<file path="src/rtl/kvtlv_pkg.sv">
`default_nettype none
// ----------------------------------------------------------------------------
// kvtlv_pkg
// Shared types and codes for the key-value TLV serializer.
// ----------------------------------------------------------------------------
package kvtlv_pkg;

   localparam int unsigned CMD_BYTES = 13;
   localparam int unsigned CMD_BITS  = CMD_BYTES * 8;
   localparam int unsigned CNT_BITS  = 4;

   localparam logic [1:0] REQ_RECORD  = 2'd0;
   localparam logic [1:0] REQ_PAIR    = 2'd1;
   localparam logic [1:0] REQ_PAYLOAD = 2'd2;
   localparam logic [1:0] REQ_UNUSED  = 2'd3;

   localparam logic [1:0] VT_BOOLEAN = 2'd0;
   localparam logic [1:0] VT_INTEGER = 2'd1;
   localparam logic [1:0] VT_STRING  = 2'd2;
   localparam logic [1:0] VT_DOUBLE  = 2'd3;

   localparam logic [1:0] ST_OK      = 2'd0;
   localparam logic [1:0] ST_DROP    = 2'd1;
   localparam logic [1:0] ST_ABANDON = 2'd2;

   localparam logic [CNT_BITS-1:0] LEN_ONE    = 4'd1;
   localparam logic [CNT_BITS-1:0] LEN_WORD   = 4'd4;
   localparam logic [CNT_BITS-1:0] LEN_DESC   = 4'd5;
   localparam logic [CNT_BITS-1:0] LEN_INT    = 4'd9;
   localparam logic [CNT_BITS-1:0] LEN_DOUBLE = 4'd13;

   localparam logic [7:0] FIT_FLAG = 8'h20;

   // one queued job: bytes packed little-end first, byte count, status
   typedef struct packed {
      logic [CMD_BITS-1:0] data;
      logic [CNT_BITS-1:0] nbytes;
      logic [1:0]          status;
   } cmd_type;

endpackage
`default_nettype wire

</file>
<file path="src/rtl/kvtlv_front.sv">
`default_nettype none
// ----------------------------------------------------------------------------
// kvtlv_front
// Classifies input words, tracks pending string bytes and builds byte jobs.
// ----------------------------------------------------------------------------
module kvtlv_front (
   input  wire logic                  clock,
   input  wire logic                  reset,
   input  wire logic                  accept,
   input  wire logic [1:0]            req_type,
   input  wire logic [31:0]           req_pair_count,
   input  wire logic [31:0]           req_key_id,
   input  wire logic [1:0]            req_value_type,
   input  wire logic signed [31:0]    req_int_value,
   input  wire logic [63:0]           req_double_bits,
   input  wire logic [31:0]           req_string_length,
   input  wire logic [7:0]            req_payload_byte,
   output logic                       push,
   output kvtlv_pkg::cmd_type         cmd
);
   import kvtlv_pkg::*;

   logic [31:0] remaining_ff, remaining_in;
   logic        pending;
   logic [7:0]  desc;
   logic [31:0] int_bits;

   assign pending  = (remaining_ff != 32'd0);
   assign int_bits = req_int_value;

   always_comb begin
      remaining_in = remaining_ff;
      push         = 1'b0;
      cmd.data     = '0;
      cmd.nbytes   = LEN_ONE;
      cmd.status   = ST_OK;
      desc         = {req_value_type, 6'd0};
      unique case (req_type)
         REQ_PAYLOAD: begin
            push = accept;
            if (pending) begin
               cmd.data[7:0] = req_payload_byte;
               remaining_in  = remaining_ff - 32'd1;
            end else begin
               cmd.status = ST_DROP;
            end
         end
         REQ_RECORD: begin
            push            = accept;
            remaining_in    = 32'd0;
            cmd.status      = pending ? ST_ABANDON : ST_OK;
            cmd.data[31:0]  = req_pair_count;
            cmd.nbytes      = LEN_WORD;
         end
         REQ_PAIR: begin
            push           = accept;
            remaining_in   = 32'd0;
            cmd.status     = pending ? ST_ABANDON : ST_OK;
            cmd.data[31:0] = req_key_id;
            cmd.nbytes     = LEN_DESC;
            unique case (req_value_type)
               VT_BOOLEAN: begin
                  desc[0] = (int_bits != 32'd0);
               end
               VT_INTEGER: begin
                  if (int_bits[31:5] == 27'd0) begin
                     desc = desc | FIT_FLAG | {3'd0, int_bits[4:0]};
                  end else begin
                     cmd.data[71:40] = int_bits;
                     cmd.nbytes      = LEN_INT;
                  end
               end
               VT_STRING: begin
                  remaining_in = req_string_length;
                  if (req_string_length[31:5] == 27'd0) begin
                     desc = desc | FIT_FLAG | {3'd0, req_string_length[4:0]};
                  end else begin
                     cmd.data[71:40] = req_string_length;
                     cmd.nbytes      = LEN_INT;
                  end
               end
               VT_DOUBLE: begin
                  cmd.data[103:40] = req_double_bits;
                  cmd.nbytes       = LEN_DOUBLE;
               end
               default: begin
               end
            endcase
            cmd.data[39:32] = desc;
         end
         REQ_UNUSED: begin
         end
         default: begin
         end
      endcase
   end

   always_ff @(posedge clock) begin
      if (reset) begin
         remaining_ff <= 32'd0;
      end else if (push) begin
         remaining_ff <= remaining_in;
      end
   end

endmodule
`default_nettype wire

</file>
<file path="src/rtl/kvtlv_queue.sv">
`default_nettype none
// ----------------------------------------------------------------------------
// kvtlv_queue
// Small job queue between the classifier and the byte sequencer.
// ----------------------------------------------------------------------------
module kvtlv_queue #(
   parameter int unsigned DEPTH = 2
) (
   input  wire logic               clock,
   input  wire logic               reset,
   input  wire logic               push,
   input  kvtlv_pkg::cmd_type      push_cmd,
   input  wire logic               pop,
   output logic                    full,
   output logic                    not_empty,
   output kvtlv_pkg::cmd_type      head_cmd
);
   import kvtlv_pkg::*;

   localparam int unsigned PTR_BITS = (DEPTH > 1) ? $clog2(DEPTH) : 1;
   localparam int unsigned CNT_W    = $clog2(DEPTH + 1);
   localparam logic [PTR_BITS-1:0] LAST_PTR = PTR_BITS'(DEPTH - 1);
   localparam logic [CNT_W-1:0]    FULL_CNT = CNT_W'(DEPTH);

   cmd_type               slot_ff [DEPTH];
   logic [PTR_BITS-1:0]   wr_ptr_ff, wr_ptr_in;
   logic [PTR_BITS-1:0]   rd_ptr_ff, rd_ptr_in;
   logic [CNT_W-1:0]      count_ff, count_in;

   assign full      = (count_ff == FULL_CNT);
   assign not_empty = (count_ff != '0);
   assign head_cmd  = slot_ff[rd_ptr_ff];

   always_comb begin
      wr_ptr_in = wr_ptr_ff;
      rd_ptr_in = rd_ptr_ff;
      if (push) begin
         wr_ptr_in = (wr_ptr_ff == LAST_PTR) ? '0 : wr_ptr_ff + 1'b1;
      end
      if (pop) begin
         rd_ptr_in = (rd_ptr_ff == LAST_PTR) ? '0 : rd_ptr_ff + 1'b1;
      end
      priority if (push && !pop) begin
         count_in = count_ff + 1'b1;
      end else if (pop && !push) begin
         count_in = count_ff - 1'b1;
      end else begin
         count_in = count_ff;
      end
   end

   always_ff @(posedge clock) begin
      if (reset) begin
         wr_ptr_ff <= '0;
         rd_ptr_ff <= '0;
         count_ff  <= '0;
      end else begin
         wr_ptr_ff <= wr_ptr_in;
         rd_ptr_ff <= rd_ptr_in;
         count_ff  <= count_in;
      end
   end

   always_ff @(posedge clock) begin
      if (push) begin
         slot_ff[wr_ptr_ff] <= push_cmd;
      end
   end

endmodule
`default_nettype wire

</file>
<file path="src/rtl/kvtlv_back.sv">
`default_nettype none
// ----------------------------------------------------------------------------
// kvtlv_back
// Walks the head job one byte per unstalled cycle into the output register.
// ----------------------------------------------------------------------------
module kvtlv_back (
   input  wire logic               clock,
   input  wire logic               reset,
   input  wire logic               job_valid,
   input  kvtlv_pkg::cmd_type      job,
   output logic                    pop,
   output logic                    rsp_valid,
   input  wire logic               rsp_stall,
   output logic [7:0]              rsp_out_byte,
   output logic                    rsp_last_of_run,
   output logic [1:0]              rsp_status
);
   import kvtlv_pkg::*;

   logic [CNT_BITS-1:0] idx_ff, idx_in;
   logic                valid_ff;
   logic [7:0]          byte_ff;
   logic                last_ff;
   logic [1:0]          status_ff;
   logic                load;
   logic                step;
   logic                is_last;

   assign load    = !valid_ff || !rsp_stall;
   assign step    = load && job_valid;
   assign is_last = (idx_ff == job.nbytes - 1'b1);
   assign pop     = step && is_last;
   assign idx_in  = is_last ? '0 : idx_ff + 1'b1;

   always_ff @(posedge clock) begin
      if (reset) begin
         valid_ff <= 1'b0;
         idx_ff   <= '0;
      end else begin
         if (load) begin
            valid_ff <= job_valid;
         end
         if (step) begin
            idx_ff <= idx_in;
         end
      end
   end

   always_ff @(posedge clock) begin
      if (step) begin
         byte_ff   <= job.data[{idx_ff, 3'b000} +: 8];
         last_ff   <= is_last;
         status_ff <= job.status;
      end
   end

   assign rsp_valid       = valid_ff;
   assign rsp_out_byte    = byte_ff;
   assign rsp_last_of_run = last_ff;
   assign rsp_status      = status_ff;

endmodule
`default_nettype wire

</file>
<file path="src/rtl/kv_tlv_record_serializer.sv">
`default_nettype none
// ----------------------------------------------------------------------------
// kv_tlv_record_serializer
// Key-value record to little-endian TLV byte stream serializer.
// ----------------------------------------------------------------------------
// The block emits at most one stream byte per cycle, one in every cycle that
// the output is not stalled and a job is waiting. A classifier accepts one
// input word per cycle as long as the job queue (QUEUE_DEPTH entries) has
// room; each word but an unused type becomes a job of 1 to 13 bytes that the
// byte sequencer drains one byte per cycle while the output is not stalled.
// String payload words therefore flow at one per cycle; a record start is a
// 4-byte job and a pair header 5, 9 or 13 bytes; the output is registered.
module kv_tlv_record_serializer #(
   parameter int unsigned QUEUE_DEPTH = 2
) (
   input  wire logic                  clock,
   input  wire logic                  reset,
   input  wire logic                  req_valid,
   output logic                       req_stall,
   input  wire logic [1:0]            req_type,
   input  wire logic [31:0]           req_pair_count,
   input  wire logic [31:0]           req_key_id,
   input  wire logic [1:0]            req_value_type,
   input  wire logic signed [31:0]    req_int_value,
   input  wire logic [63:0]           req_double_bits,
   input  wire logic [31:0]           req_string_length,
   input  wire logic [7:0]            req_payload_byte,
   output logic                       rsp_valid,
   input  wire logic                  rsp_stall,
   output logic [7:0]                 rsp_out_byte,
   output logic                       rsp_last_of_run,
   output logic [1:0]                 rsp_status
);
   import kvtlv_pkg::*;

   logic    accept;
   logic    push;
   logic    pop;
   logic    q_full;
   logic    q_not_empty;
   cmd_type new_cmd;
   cmd_type head_cmd;

   assign req_stall = q_full;
   assign accept    = req_valid && !q_full;

   kvtlv_front u_front (
      .clock             (clock),
      .reset             (reset),
      .accept            (accept),
      .req_type          (req_type),
      .req_pair_count    (req_pair_count),
      .req_key_id        (req_key_id),
      .req_value_type    (req_value_type),
      .req_int_value     (req_int_value),
      .req_double_bits   (req_double_bits),
      .req_string_length (req_string_length),
      .req_payload_byte  (req_payload_byte),
      .push              (push),
      .cmd               (new_cmd)
   );

   kvtlv_queue #(
      .DEPTH (QUEUE_DEPTH)
   ) u_queue (
      .clock     (clock),
      .reset     (reset),
      .push      (push),
      .push_cmd  (new_cmd),
      .pop       (pop),
      .full      (q_full),
      .not_empty (q_not_empty),
      .head_cmd  (head_cmd)
   );

   kvtlv_back u_back (
      .clock           (clock),
      .reset           (reset),
      .job_valid       (q_not_empty),
      .job             (head_cmd),
      .pop             (pop),
      .rsp_valid       (rsp_valid),
      .rsp_stall       (rsp_stall),
      .rsp_out_byte    (rsp_out_byte),
      .rsp_last_of_run (rsp_last_of_run),
      .rsp_status      (rsp_status)
   );

endmodule
`default_nettype wire
</file>
<file path="config.mk">
export PLATFORM = sky130hd
export DESIGN_NAME = kv_tlv_record_serializer
export DESIGN_NICKNAME = d
export VERILOG_FILES = /design/src/rtl/kvtlv_pkg.sv /design/src/rtl/kvtlv_front.sv /design/src/rtl/kvtlv_queue.sv /design/src/rtl/kvtlv_back.sv /design/src/rtl/kv_tlv_record_serializer.sv
export SDC_FILE = /design/constraint.sdc
export NUM_CORES = 1
export LEC_CHECK = 0
export ABC_AREA = 1
export BUFFER_PORTS_ARGS = -buffer_cell sky130_fd_sc_hd__buf_4
export CAP_MARGIN = 20
export CORE_AREA = 2 2 205 207
export CTS_BUF_LIST = sky130_fd_sc_hd__clkbuf_8
export CTS_CLUSTER_DIAMETER = 100
export DETAILED_ROUTE_END_ITERATION = 10
export DIE_AREA = 0 0 207 209
export PLACE_DENSITY = 0.53
export SYNTH_ARGS = -nofsm -noshare
export SYNTH_HDL_FRONTEND = slang
export SYNTH_SLANG_ARGS = --single-unit
export TNS_END_PERCENT = 50
</file>
<file path="constraint.sdc">
create_clock -name clock -period 8.8 [get_ports clock]
set_clock_uncertainty 0.15 [all_clocks]
set_input_delay 1.32 -clock clock [delete_from_list [all_inputs] [get_ports clock]]
set_output_delay 1.32 -clock clock [all_outputs]
set_load 0.02 [all_outputs]
</file>
==> summary.json <==
{
  "vias_per_inst": 4.901,
  "worstPathRequired_ns": 8.84,
  "area.sequential_mm2": 0.007721,
  "rows": 75,
  "gp_congestion": 0.9094,
  "max_cap_violations": 0,
  "slowest_delay_ns": 0.66,
  "num_antenna_cells": 0,
  "final.min_clock_period_ns": 3.988,
  "floorplan.core_area_mm2": 0.04129,
  "gr-total-overflow": 0,
  "syn-mean-instance-area_um2": 8.208,
  "min_path_type": "flop to flop",
  "synth.cell_area_mm2": 0.01425,
  "cts_max_level": 2,
  "synth.ff_latch_count": 271,
  "timing.reg2reg.worst_path_depth": 14,
  "num_io_pins": 221,
  "grt_setup_unrepaired": "false",
  "critical_path.reg2reg.endpoint": "u_queue.count_ff[1]",
  "slew-limit-headroom": 0.3083,
  "drt_iter0_drc": 911,
  "fin_tns_setup_ns": 0,
  "ys.flop_type": "edfxtp_1",
  "finalSetupViolCount": 0,
  "placed_cells_incl_taps": 2426,
  "worst_ir_drop_vdd_v": 0.00009633,
  "route.antenna.remaining_nets": 0,
  "grt_max_degree": 93,
  "critical_path.cell_chain": "buf_4, inv_2, o21ai_0, nor2_4, inv_1, nor2_4, buf_4",
  "detail_route.wirelength_um": 45050,
  "synth_cell_type_count": 33,
  "cts_setup_buffers": 0,
  "ys_async_sr_fraction": 0,
  "status": "finished, final reports clean",
  "first_global_vias": 11980,
  "clkSlewWorstSetupHoldPaths_ns": 0.06,
  "final-instance-count-excl-fill": 2508,
  "power_leakage_nw": 7.457,
  "half_perimeter_wire_length_after_detailed_placement_um": 31940,
  "track_usage": 0.2038,
  "wire_per_inst_um": 17.96,
  "numPortBuffers": 220,
  "crit_arrival_ns": 4.03,
  "layout.cells.most_common": "nand2_1",
  "setup.worst_path.end_class": "flop",
  "starting_density": 0.3451,
  "cp_slowest_cell": "buf_4",
  "worst_skew_pair_latency_ns": 0.57,
  "vias": 12290,
  "clock-root-buffer": "clkbuf_8",
  "clkSinkCount": 271,
  "crit_fanout": 55,
  "drc_errors": 0,
  "worst_pin_slew_ns": 1.038,
  "floorplan.die_area_mm2": 0.04326,
  "nNetsFinal": 2152,
  "detailed_place.area_mm2": 0.01633,
  "highest_count_cells_in_the_layout_ignoring_fill_and_taps": "536 x nand2_1, 278 x nor2_1, 234 x buf_4",
  "cellPowerDensity_mw_per_mm2": 226.6,
  "synthesis.yosys.warnings": 0,
  "number_of_antenna_violations_at_the_first_check_in_global_routing": 0,
  "seq_area_frac_synth": 0.5416,
  "holdBufCountCts": 0,
  "timing.final.hold_violations": 0,
  "die_w_um": 207,
  "worst_setup_path_start_kind": "input pin",
  "min_period_over_period": 0.4531,
  "area.growth.synth_to_final_pct": 20.17,
  "grt_first_pass_wirelength_um": 68090,
  "syn-num-nets": 1953,
  "fmax_mhz": 250.8,
  "stdcell_area_mm2": 0.01712,
  "slew_viol_final": 0,
  "multi_input_area_mm2": 0.005628,
  "postSynthCellCount": 1736,
  "count_of_flip_flops_with_a_built_in_enable_after_synthesis": 229,
  "drt_first_pass_iters": 7,
  "reg2reg_slack_ns": 4.96,
  "holdCritStartpoint": "u_queue.rd_ptr_ff",
  "layout_fillers": 4229,
  "die_height_um": 209,
  "post_cts_gate_resize_count": 0,
  "clock_tree.buffer_depth": 3,
  "layout_cell_share_with_drive_strength_beyond_1": 0.1559,
  "crit_type": "input pin to flop",
  "cts-buffers-inserted": 46,
  "clock_tree_from_tritoncts": "done",
  "worst_hold_path.num_cells": 2
}
[cells in the mapped netlist, drive strengths merged, types with 18 or more instances]
cell    instances  share of area
o21ai          54          0.019
dfxtp          42          0.059
a21oi          72          0.025
edfxtp        229           0.48
nand4          18         0.0079
nor2          288          0.079
nand2         539           0.14
inv           143          0.038
a21boi         22          0.012
o22ai          19         0.0083
buf            35          0.014
nand3         144          0.051
clkbuf         48          0.013
o211ai         36          0.019
[layer usage]
layer  global-route usage  vias up  part of all wire
met5                    0        -                 0
met4              0.04754        0             0.016
met3              0.03351       60             0.061
met2               0.3455      367              0.48
met1               0.2731     5727              0.44
li1                     -     6137                 -
[worst max-delay path, delay by kind of cell]
family          cells  cell delay [ns]
buf+inv             4             1.50
simple gates        2             0.84
compound gates      1             0.26
[report_power, final]
group          total [mW]  internal [mW]  switching [mW]
registers            1.68           1.59          0.0922
clock network       0.994          0.495           0.499
logic                1.20          0.387           0.816
total                3.88           2.47            1.41
[final cells by class]
class,count,share of cell area
Clock buffer,47,0.03778
Multi-Input combinational cell,1235,0.3287
Clock inverter,35,0.008476
Timing Repair Buffer,234,0.1026
Tap cell,539,0.03938
Inverter,147,0.03222
Sequential cell,271,0.4509
[how the worst max path moves through the flow]
stage           startpoint  slack (ns)                      to
2_1_floorplan  req_type[1]        1.41   u_queue.slot_ff[1][0]
3_3_place_gp   req_type[0]        4.26  u_queue.slot_ff[1][16]
3_5_place_dp   req_type[0]        4.21  u_queue.slot_ff[1][22]
4_1_cts        req_type[0]        4.83  u_queue.slot_ff[1][48]
5_1_grt               flop        4.51     u_queue.count_ff[1]
6_report       req_type[0]        4.81  u_queue.slot_ff[1][48]
[registers in the layout, summed over array words and instances, names as in the netlist, named ones only]
signal and cells:
u_queue.slot_ff 218, u_front.remaining_ff 32, u_back.rsp_out_byte 8, u_back.idx_ff 4, u_back.rsp_status 2, u_queue.count_ff 2
u_back.rsp_last_of_run 1, u_back.rsp_valid 1, u_queue.rd_ptr_ff 1, u_queue.wr_ptr_ff 1
[kinds of logic after synthesis]
family	share of synthesized area
multiplexers	0.006322
AND/OR/NAND/NOR	0.2844
XOR/XNOR	0.007375
AO/OA/AOI/OAI	0.08737
adder cells (fa/ha/maj)	0.007903
buffers and inverters	0.06506
flip-flops	0.5416
[stage by stage]
step,power [mW],hold WS (ns),worst slack [ns],util
2_1_floorplan,2.480,0.2903,1.406,-
3_3_place_gp,2.907,0.3150,4.256,0.3955
3_5_place_dp,2.920,0.3203,4.210,0.3955
4_1_cts,3.920,0.3274,4.826,0.4147
5_1_grt,4.125,0.3571,4.507,0.4147
6_report,3.880,0.3273,4.812,0.4147
No activity file was read; power rests on OpenSTA's default activity.
